## config.mk

```make
export PLATFORM = sky130hd
export DESIGN_NAME = lpht_queue
export DESIGN_NICKNAME = d
export VERILOG_FILES = /design/src/design/lpht_pkg.sv /design/src/design/lpht_queue.sv
export SDC_FILE = /design/constraint.sdc
export NUM_CORES = 1
export LEC_CHECK = 0
export ABC_AREA = 1
export BUFFER_PORTS_ARGS = -buffer_cell sky130_fd_sc_hd__buf_2
export CAP_MARGIN = 15
export CELL_PAD_IN_SITES_DETAIL_PLACEMENT = 0
export CELL_PAD_IN_SITES_GLOBAL_PLACEMENT = 2
export CORE_MARGIN = 8
export CORE_UTILIZATION = 39
export CTS_CLUSTER_SIZE = 20
export DETAILED_ROUTE_END_ITERATION = 7
export GPL_TIMING_DRIVEN = 0
export PLACE_DENSITY = 0.79
export REMOVE_ABC_BUFFERS = 1
export SYNTH_ARGS = -nofsm -noshare
export SYNTH_HDL_FRONTEND = slang
export SYNTH_SLANG_ARGS = --single-unit
```

## constraint.sdc

```tcl
create_clock -name clk -period 9 [get_ports clk]
set_clock_uncertainty 0.1 [all_clocks]
set_input_delay 0.9 -clock clk [delete_from_list [all_inputs] [get_ports clk]]
set_output_delay 0.9 -clock clk [all_outputs]
set_load 0.1 [all_outputs]
```

## src/design/lpht_pkg.sv

```systemverilog
// Shared types, constants and hash multipliers of the linear probe hash table.
package lpht_pkg;

    localparam int TABLE_SLOTS = 1024;
    localparam int SLOT_W = $clog2(TABLE_SLOTS);
    localparam int CNT_W = SLOT_W + 1;
    localparam int QUEUE_DEPTH = 2;
    localparam int QPTR_W = $clog2(QUEUE_DEPTH);

    localparam logic [31:0] FMIX_MUL1 = 32'h85ebca6b;
    localparam logic [31:0] FMIX_MUL2 = 32'hc2b2ae35;

    localparam logic [2:0] MODE_LOOKUP = 3'd0;
    localparam logic [2:0] MODE_STORE = 3'd1;
    localparam logic [2:0] MODE_REMOVE = 3'd2;
    localparam logic [2:0] MODE_INHERIT = 3'd3;
    localparam logic [2:0] MODE_CLEAR = 3'd4;

    typedef logic [SLOT_W-1:0] slot_t;

    typedef struct packed {
        logic [2:0] mode;
        logic [31:0] key;
        logic [31:0] parent_key;
        logic [63:0] entry_value;
    } cmd_t;

endpackage

```

## src/design/lpht_queue.sv

```systemverilog
// Front end: accepts commands into a short queue toward the engine.
module lpht_queue
(
    input  logic clk,
    input  logic rst_n,
    input  logic push,
    input  lpht_pkg::cmd_t push_cmd,
    output logic full,
    input  logic pop,
    output logic avail,
    output lpht_pkg::cmd_t head
);

    lpht_pkg::cmd_t mem_reg [lpht_pkg::QUEUE_DEPTH];
    logic [lpht_pkg::QPTR_W-1:0] wr_reg;
    logic [lpht_pkg::QPTR_W-1:0] rd_reg;
    logic [lpht_pkg::QPTR_W:0] cnt_reg;

    assign full = (cnt_reg == (lpht_pkg::QPTR_W+1)'(lpht_pkg::QUEUE_DEPTH));
    assign avail = (cnt_reg != '0);
    assign head = mem_reg[rd_reg];

    always_ff @(posedge clk or negedge rst_n)
    begin
        if (!rst_n)
        begin
            wr_reg <= '0;
            rd_reg <= '0;
            cnt_reg <= '0;
        end
        else
        begin
            if (push)
            begin
                wr_reg <= wr_reg + 1'b1;
            end
            if (pop)
            begin
                rd_reg <= rd_reg + 1'b1;
            end
            if (push && !pop)
            begin
                cnt_reg <= cnt_reg + 1'b1;
            end
            else if (pop && !push)
            begin
                cnt_reg <= cnt_reg - 1'b1;
            end
        end
    end

    always_ff @(posedge clk)
    begin
        if (push)
        begin
            mem_reg[wr_reg] <= push_cmd;
        end
    end

endmodule

```

### Yosys cells after proc, flatten, opt, wreduce, memory -nomap -nowiden

Memory sizes are Yosys's and may differ from the RTL's.
Cells that the tools add are included.

* output and inout port bits: 133
* memory bits (writable): 262
* memories: 1
* word-level logic and storage cells: 19
* bits in registers: 4

* eq/ne operators: 1
* $add $sub $neg: 4
* mux-type cells: 4
* reductions and logical operators: 6

Memory list
* mem_reg: words 2, bits a word 131, rd ports 1, clocked after memory_dff 0, write ports 1, RTL line lpht_queue.sv:14 `lpht_pkg::cmd_t mem_reg [lpht_pkg::QUEUE_DEPTH];`

Operator list (number)
* 2-to-1 mux 2 bit: 2
* nonzero test 2 bit: 2
* adder 1 bit, second input constant: 2
* adder 2 x 1 -> 2 bit, second input constant: 1
* == test 2 bit, second input constant: 1
* logical AND 1 bit: 2
* logical NOT 1 bit: 2
* 2-to-1 mux 1 bit: 2
* subtractor 2 x 1 -> 2 bit, second input constant: 1

### Logic depth before layout (Yosys ltp)

Gate-level depths: netlist of run 1.

* word-level depth: 4
* depth in mapped cells: 7

### Worst setup path after synthesis of run 1

Ideal clock, no wire load.

* path kind: input to register
* start point: input push
* end point: memory mem_reg[0][0] in the netlist's numbering (enable)
* cell stages on the path: 2
* data required time: 8274 ps
* setup slack: 1855 ps
* setup time: 626 ps
* arrival: 6419 ps
* cell sequence: inv_1 -> nor2_1

* word-level cells in the longest chain between the ends: 2

Ends and longest elaborated chain
* start: declaration: RTL line lpht_queue.sv:6 `input logic push,`
* 2-to-1 mux 1 bit: RTL line lpht_queue.sv:54 `if (push)`
* 2-to-1 mux 1 bit (not written as such): RTL line lpht_queue.sv:56 `mem_reg[wr_reg] <= push_cmd;`
* end: declaration: RTL line lpht_queue.sv:14

Every way passes these cells.

==> impl_metrics.py, run 1 <==
metrics = {
    "cts": {
        "clock_path_buffers": 3,
        "holdBufCountCts": 0,
        "h-tree-depth": 1,
        "cts_inserted_buffers": 28,
        "clockRootBuffer": "clkbuf_16",
        "clkTransAtPathRegs_ns": 0.06,
        "clkLatencyLatePin_ns": 0.52,
        "post_cts_buffers": 0,
        "clock_sinks": 266,
        "post_cts_resized": 0,
        "cts_tree": "done",
    },
    "placed_design": {
        "postPlaceCellArea_um2": 11800,
        "dp.final_hpwl_um": 14300,
        "port-buffer-count": 267,
        "place_congestion": 0.717,
        "post-place-cells": 1022,
    },
    "sta": {
        "finalMaxSlewViolations": 0,
        "grt_setup_unrepaired": "no",
        "max_slew_headroom_at_the_worst_pin": 0.372,
        "final.setup.tns_ns": 0,
        "period_share": 0.401,
        "final-hold-violation-count": 0,
        "finalSetupViolCount": 0,
        "clock.fmax_mhz": 277,
        "timing.final.crit_period_ns": 3.61,
        "worstMarginPinSlew_ns": 0.940,
    },
    "critical_path": {
        "cp-end-kind": "output port",
        "critPathMaxFanout": 55,
        "arrival_ns": 2.61,
        "wp_data_required_ns": 8.00,
        "worst_path_largest_cell_delay_ns": 0.94,
        "critPathTopFamily": "flip-flops",
        "path_buf_inv": 2,
        "timing_worst_setup_path_type": "reg2out",
        "timing.critical_path.from_type": "flop",
        "timing.critical_path.cells": "buf_16, mux2_2, buf_2",
        "cp_slowest_cell": "dfrtp_4",
    },
    "synth": {
        "synth.area.top_cells": "edfxtp_1 79%, mux2_4 12%, mux2_2 5.7%",
        "synth_cells": 433,
        "synth_warnings": 0,
        "cell_accounting_for_the_most_synthesized_area": "edfxtp_1",
        "synth_sequential_area_ratio": 0.797,
        "syn-mean-instance-area_um2": 23.1,
        "synth.ff_latch_count": 266,
        "netlist_area_um2": 9990,
        "synthDominantCellAreaShare": 0.787,
        "synth_cell_types": 15,
    },
    "outcome": {
        "status": "finished, final reports clean",
    },
    "routing": {
        "wirelength_um": 20500,
        "drtAntennaViolNets": 0,
        "dr_total_vias": 4997,
        "vias_per_cell": 4.66,
        "wl_per_cell_um": 19.1,
        "detailedRoute.firstIterationViolations": 246,
        "drt_first_pass_iters": 4,
        "post-route-drc-count": 0,
    },
    "grt": {
        "via_count_of_the_first_global_routing_pass": 5590,
        "grt_max_degree": 77,
        "first_pass_grt_wire_length_um": 30600,
        "gr-usage-all-layers": 0.124,
        "antenna_violations_before_repair": 3,
        "grt-ovfl-total": 0,
    },
    "finish": {
        "area_growth_pct": 27.2,
        "final_cell_area_um2": 12700,
        "postLayoutCoreUtil": 0.505,
        "final_cell_count_no_fill": 1072,
        "nets": 858,
        "fraction_of_final_layout_cells_with_drive_strength_greater_than_1": 0.603,
        "largest_reg_flops": 262,
    },
    "floorplan": {
        "dieArea_um2": 31000,
        "core.rowCount": 58,
        "core_area_um2": 25200,
        "die_height_um": 176,
        "ioPinCount": 268,
        "fp.dieW_um": 176,
        "effective_utilization_at_floorplan": 0.397,
    },
    "worst_hold_path": {
        "min_path_type": "in2async",
    },
    "run": {
        "max-cap-violations": 0,
    },
}
logic make-up after synthesis:
logic type | share of synthesized area
xor gates and xnor gates | 0.00263
adders and majority gates | 0.00125
buffers and inverters | 0.0168
DFF | 0.797
muxes | 0.178
and+or+nand+nor | 0.00413
cell usage in the layout, fill, tap and decap left out:
cell | netlist | routed
mux2_4 | 80 | 80
nand4_1 | 1 | 1
clkinvlp_4 | 0 | 2
clkinv_1 | 0 | 7
clkbuf_1 | 0 | 3
inv_1 | 7 | 6
dfrtp_4 | 0 | 1
dfrtp_1 | 4 | 3
nand2_1 | 6 | 6
clkbuf_16 | 0 | 29
buf_12 | 0 | 3
nor2_4 | 0 | 1
clkinv_4 | 0 | 1
nor2_1 | 2 | 1
buf_16 | 0 | 4
nand3_1 | 1 | 1
xor2_1 | 2 | 2
clkinv_2 | 0 | 3
bufinv_16 | 0 | 4
diode_2 | 0 | 1
inv_6 | 0 | 1
ha_1 | 1 | 1
xnor2_1 | 1 | 1
buf_2 | 5 | 267
mux2_2 | 51 | 51
edfxtp_1 | 262 | 262
metal layers:
metal | track usage | vias to the layer above | part of all wire | wire [um]
li1 | - | 2291 | - | -
met1 | 0.140 | 2493 | 0.38 | 7860
met2 | 0.216 | 174 | 0.51 | 10400
met3 | 0.0461 | 35 | 0.084 | 1720
met4 | 0.0367 | 4 | 0.021 | 427
met5 | 0 | - | 0.0013 | 26
worst paths after layout:
check                            from              to  slack (ns)  cells after the start
hold reg to reg            cnt_reg[1]      cnt_reg[1]        0.39                      2
setup reg to reg               wr_reg  mem_reg[0][64]        7.08                      2
setup / recovery               rd_reg        head[10]        5.39                      3
hold / removal                  rst_n          rd_reg        0.07                      1
max in group asynchronous       rst_n          rd_reg        8.59                      1
min in group clk           cnt_reg[1]      cnt_reg[1]        0.39                      2
synth_stat cells:
library cell    n
edfxtp_1      262
mux2_4         80
mux2_2         51
buf_6           9
inv_1           7
nand2_1         6
buf_2           5
dfrtp_1         4
nor2_1          2
xor2_1          2
buf_8           1
ha_1            1
nand3_1         1
nand4_1         1
xnor2_1         1
stage by stage:
stage	hold slack, ns	setup WS, ns
after detailed placement	0.375	5.92
final	0.0707	5.39
after floorplan	0.342	1.85
after CTS	0.0432	5.33
after global placement	0.378	-1.33
after global routing	0.0440	5.25
worst register-to-register path, stage by stage, from the launching register on:
cell	delay, ns
dfrtp_1	0.43
nor2_4	0.75
buf_12	0.31
area by class of cell:
type                    instances  area (um^2)
fillers                      2077        12500
flip-flops and latches        266         7970
multi-input cells             145         1860
repair buffers                274         1510
clock buffers                  32          737
well taps                     330          413
clock inverters                17          185
inverters                       7         31.3
diodes                          1         2.50
Power of run 1 is not shown: default switching activity piles up to over one toggle a cycle in this logic, so the estimate is an artifact.
==> inputs of run 2 (changes only) <==
clock period = 3.4 ns   (was 9 ns; I/O delays follow)
==> impl_metrics.py, run 2 (synthesis gave the netlist of run 1 again) <==
metrics = {
    "outcome": {
        "status": "finished, final reports clean",
    },
    "cts": {
        "cts_tree": "done",
        "cts_inserted_buffers": 28,
        "h-tree-depth": 1,
        "clock_path_buffers": 3,
        "clkLatencyLatePin_ns": 0.52,
        "clockRootBuffer": "clkbuf_16",
        "clkTransAtPathRegs_ns": 0.06,
        "post_cts_buffers": 0,
        "clock_sinks": 266,
        "post_cts_resized": 0,
    },
    "routing": {
        "dr_total_vias": 5520,
        "drtAntennaViolNets": 0,
        "post-route-drc-count": 0,
        "wl_per_cell_um": 18.1,
        "wirelength_um": 21800,
        "vias_per_cell": 4.57,
        "drt_first_pass_iters": 4,
        "detailedRoute.firstIterationViolations": 298,
    },
    "placed_design": {
        "place_congestion": 0.717,
        "dp.final_hpwl_um": 14300,
        "port-buffer-count": 267,
    },
    "worst_hold_path": {
        "min_path_type": "in2async",
    },
    "critical_path": {
        "timing.critical_path.cells": "buf_16, mux2_2, buf_2",
        "timing_worst_setup_path_type": "reg2out",
        "cp_slowest_cell": "dfrtp_4",
        "critPathMaxFanout": 55,
        "path_buf_inv": 2,
        "critPathTopFamily": "flip-flops",
        "worst_path_largest_cell_delay_ns": 0.94,
        "cp-end-kind": "output port",
        "timing.critical_path.from_type": "flop",
        "reg2reg_setup_slack_ns": 1.46,
        "wp_data_required_ns": 2.96,
        "arrival_ns": 2.60,
    },
    "sta": {
        "clock.fmax_mhz": 329,
        "finalMaxSlewViolations": 0,
        "grt_setup_unrepaired": "no",
        "fin_worst_hold_slack_ns": 0.0720,
        "timing.final.crit_period_ns": 3.04,
        "worstMarginPinSlew_ns": 0.963,
        "final-hold-violation-count": 0,
        "finalSetupViolCount": 0,
        "max_slew_headroom_at_the_worst_pin": 0.356,
        "period_share": 0.895,
    },
    "floorplan": {
        "effective_utilization_at_floorplan": 0.397,
        "ioPinCount": 268,
        "die_height_um": 176,
        "dieArea_um2": 31000,
        "core.rowCount": 58,
        "core_area_um2": 25200,
        "fp.dieW_um": 176,
    },
    "finish": {
        "layout.cells.most_common": "buf_2",
        "layout.cells.most_common_list": "267 x buf_2, 262 x edfxtp_1, 134 x dlygate4sd3_1",
        "largest_reg_flops": 262,
        "area_growth_pct": 40.7,
        "fraction_of_final_layout_cells_with_drive_strength_greater_than_1": 0.511,
        "nets": 992,
    },
    "grt": {
        "global_route.usage.met2": 0.236,
        "antenna_violations_before_repair": 3,
        "gr-max-usage-layer": "met2",
        "grt_max_degree": 77,
        "use_met3": 0.0493,
        "gr-usage-all-layers": 0.134,
        "globalRouteMet1Util": 0.146,
        "via_count_of_the_first_global_routing_pass": 6312,
        "first_pass_grt_wire_length_um": 33400,
        "grt-ovfl-total": 0,
    },
    "run": {
        "max-cap-violations": 0,
    },
}
## run 2: through the flow
step / cells / instance area (um^2) / worst slack, ns / TNS, ns / utilization
2_1_floorplan: 418 / 9850 / -3.19 / -682.32 / -
3_3_place_gp: 1015 / 11600 / -6.37 / -1510.45 / 0.461
3_5_place_dp: 1022 / 11800 / 0.878 / 0 / 0.468
4_1_cts: 1205 / 14000 / 0.292 / 0 / 0.558
5_1_grt: 1208 / 14100 / 0.214 / 0 / 0.558
6_report: 1208 / 14100 / 0.356 / 0 / 0.558
## run 2: final timing paths
path | endpoint | from | cells after the start
worst max register to register | mem_reg[0][109] | wr_reg | 2
worst min register to register | cnt_reg[1] | cnt_reg[1] | 2
min in group clk | cnt_reg[1] | cnt_reg[1] | 2
max in group asynchronous | rd_reg | rst_n | 2
worst max-delay path | head[10] | rd_reg | 3
worst min-delay path | rd_reg | rst_n | 2
## run 2: area by class of cell
cell class              count  area, um^2
flip-flops and latches    266        7970
multi-input cells         145        1860
fillers                  1948       11100
clock inverters            17         185
repair buffers            408        2850
well taps                 330         413
diodes                      3        7.51
clock buffers              32         737
inverters                   7        31.3
## run 2: repair_timing
| action | 4_1_cts | 5_1_grt |
|---|---|---|
| endpoints found under the hold margin | 268 | 0 |
| endpoints found under the setup margin | 0 | 0 |
| hold buffers | 134 | 0 |
## run 2: metal layers
metal	share of wire	up-vias
li1	-	2558
met1	0.38	2723
met2	0.51	195
met3	0.084	44
met4	0.026	0
met5	0	-
Power of run 2 is left out for the same reason.
==> inputs of run 3 (changes only) <==
PLACE_DENSITY = 0.85   (was 0.79)
==> impl_metrics.py, run 3 (synthesis gave the netlist of run 1 again) <==
metrics = {
    "finish": {
        "final_cell_area_um2": 13900,
        "combined_area_of_the_multi_input_logic_cells_um2": 1860,
        "fraction_of_final_layout_cells_with_drive_strength_greater_than_1": 0.506,
        "layout.cells.most_common": "buf_2",
        "largest_reg_flops": 262,
        "nFillCells": 1929,
        "area_growth_pct": 39.2,
        "nets": 991,
        "layout.cells.most_common_list": "267 x buf_2, 262 x edfxtp_1, 134 x dlygate4sd3_1",
        "sequential_cell_area_um2": 7970,
    },
    "critical_path": {
        "arrival_ns": 2.36,
        "critPathMaxFanout": 57,
        "reg2reg_depth": 3,
        "worstSetupStartpoint": "rd_reg",
        "r2r-end": "mem_reg[0][52]",
        "crit-reg2reg-launch": "wr_reg",
        "reg2reg_setup_slack_ns": 1.33,
        "timing_worst_setup_path_type": "reg2out",
        "wp_data_required_ns": 2.96,
        "timing.critical_path.from_type": "flop",
        "cp-end-kind": "output port",
    },
    "cts": {
        "clockRootBuffer": "clkbuf_16",
        "clkTransAtPathRegs_ns": 0.06,
        "cts_inserted_buffers": 27,
        "clkLatencyLatePin_ns": 0.53,
        "clock_sinks": 266,
        "cts_tree": "done",
        "h-tree-depth": 1,
        "clock_path_buffers": 3,
    },
    "grt": {
        "antenna_violations_before_repair": 1,
        "first_pass_grt_wire_length_um": 32700,
        "gr-usage-all-layers": 0.131,
        "grt_max_degree": 80,
        "via_count_of_the_first_global_routing_pass": 6085,
        "grt-ovfl-total": 0,
    },
    "routing": {
        "wl_met1_um": 8160,
        "routed-wl-met2_um": 11100,
        "vias_per_cell": 4.55,
        "topRoutingLayerUsed": "met4",
        "dr_total_vias": 5493,
        "detailedRoute.firstIterationViolations": 270,
        "wirelength_um": 21400,
        "dr_wl_met3_um": 1650,
        "drt_first_pass_iters": 6,
        "drtAntennaViolNets": 0,
        "post-route-drc-count": 0,
        "wl_per_cell_um": 17.8,
    },
    "sta": {
        "finalSetupViolCount": 0,
        "timing.final.crit_period_ns": 2.80,
        "worstMarginPinSlew_ns": 0.851,
        "clock.fmax_mhz": 358,
        "timing.final.ws_setup_ns": 0.605,
        "final.setup.tns_ns": 0,
        "period_share": 0.822,
        "max_slew_headroom_at_the_worst_pin": 0.431,
        "final-hold-violation-count": 0,
        "grt_setup_unrepaired": "no",
        "finalMaxSlewViolations": 0,
    },
    "worst_hold_path": {
        "min_path_type": "in2async",
    },
    "floorplan": {
        "die_height_um": 176,
        "fp.dieW_um": 176,
        "core_area_um2": 25200,
        "ioPinCount": 268,
        "effective_utilization_at_floorplan": 0.397,
        "dieArea_um2": 31000,
        "core.rowCount": 58,
    },
    "placed_design": {
        "postPlaceCellArea_um2": 11800,
        "place_congestion": 0.690,
        "port-buffer-count": 267,
        "pre_cts_ws_ns": 1.14,
        "dp.final_hpwl_um": 14200,
    },
    "run": {
        "max-cap-violations": 0,
    },
    "outcome": {
        "status": "finished, final reports clean",
    },
}
==> run 3: changes by cell type in the layout (fill, tap and decap cells not counted) <==
cell | previous run | this run
clkbuf_1 | 3 | 7
clkinv_4 | 1 | 0
clkinv_2 | 3 | 5
clkbuf_16 | 29 | 27
bufinv_16 | 4 | 0
inv_6 | 1 | 2
diode_2 | 3 | 1
==> run 3: repair_timing <==
action	in CTS	in global routing
hold endpoints to repair	268	0
hold buffers	134	0
setup buffers	0	0
gates resized for setup	0	0
==> run 3: worst max path at each step <==
| stage | end | cells after the start |
|---|---|---|
| CTS | head[130] | 3 |
| floorplan | mem_reg[0][0] | 2 |
| global route | head[19] | 3 |
| global placement | mem_reg[0][19] | 3 |
| detailed placement | head[130] | 3 |
| finish | head[130] | 3 |
==> run 3: final cells by class <==
cell class	instances	area share
diodes	1	0.000180
clock buffers	34	0.0505
clock inverters	15	0.00540
inverters	7	0.00225
multi-input cells	145	0.134
flip-flops and latches	266	0.573
well taps	330	0.0297
repair buffers	408	0.205
==> run 3: metrics by stage <==
| stage | hold slack, ns | utilization | std cells |
|---|---|---|---|
| floorplan | -0.0556 | - | 418 |
| global placement | 0.0447 | 0.461 | 1015 |
| detailed placement | 0.0538 | 0.468 | 1022 |
| CTS | 0.0381 | 0.552 | 1205 |
| global route | 0.0570 | 0.552 | 1206 |
| finish | 0.0737 | 0.552 | 1206 |
==> run 3: critical path, cell delays in order, from the launching register on <==
cell and delay, ns:
dfrtp_4 0.71, buf_16 0.35, mux2_2 0.39, buf_2 0.29
==> run 3: routing by layer <==
metal  GRT usage  up-vias
met2       0.238      208
met4      0.0424        0
met3      0.0395       43
met1       0.145     2685
li1            -     2557
met5           0        -
Power of run 3 is left out for the same reason.
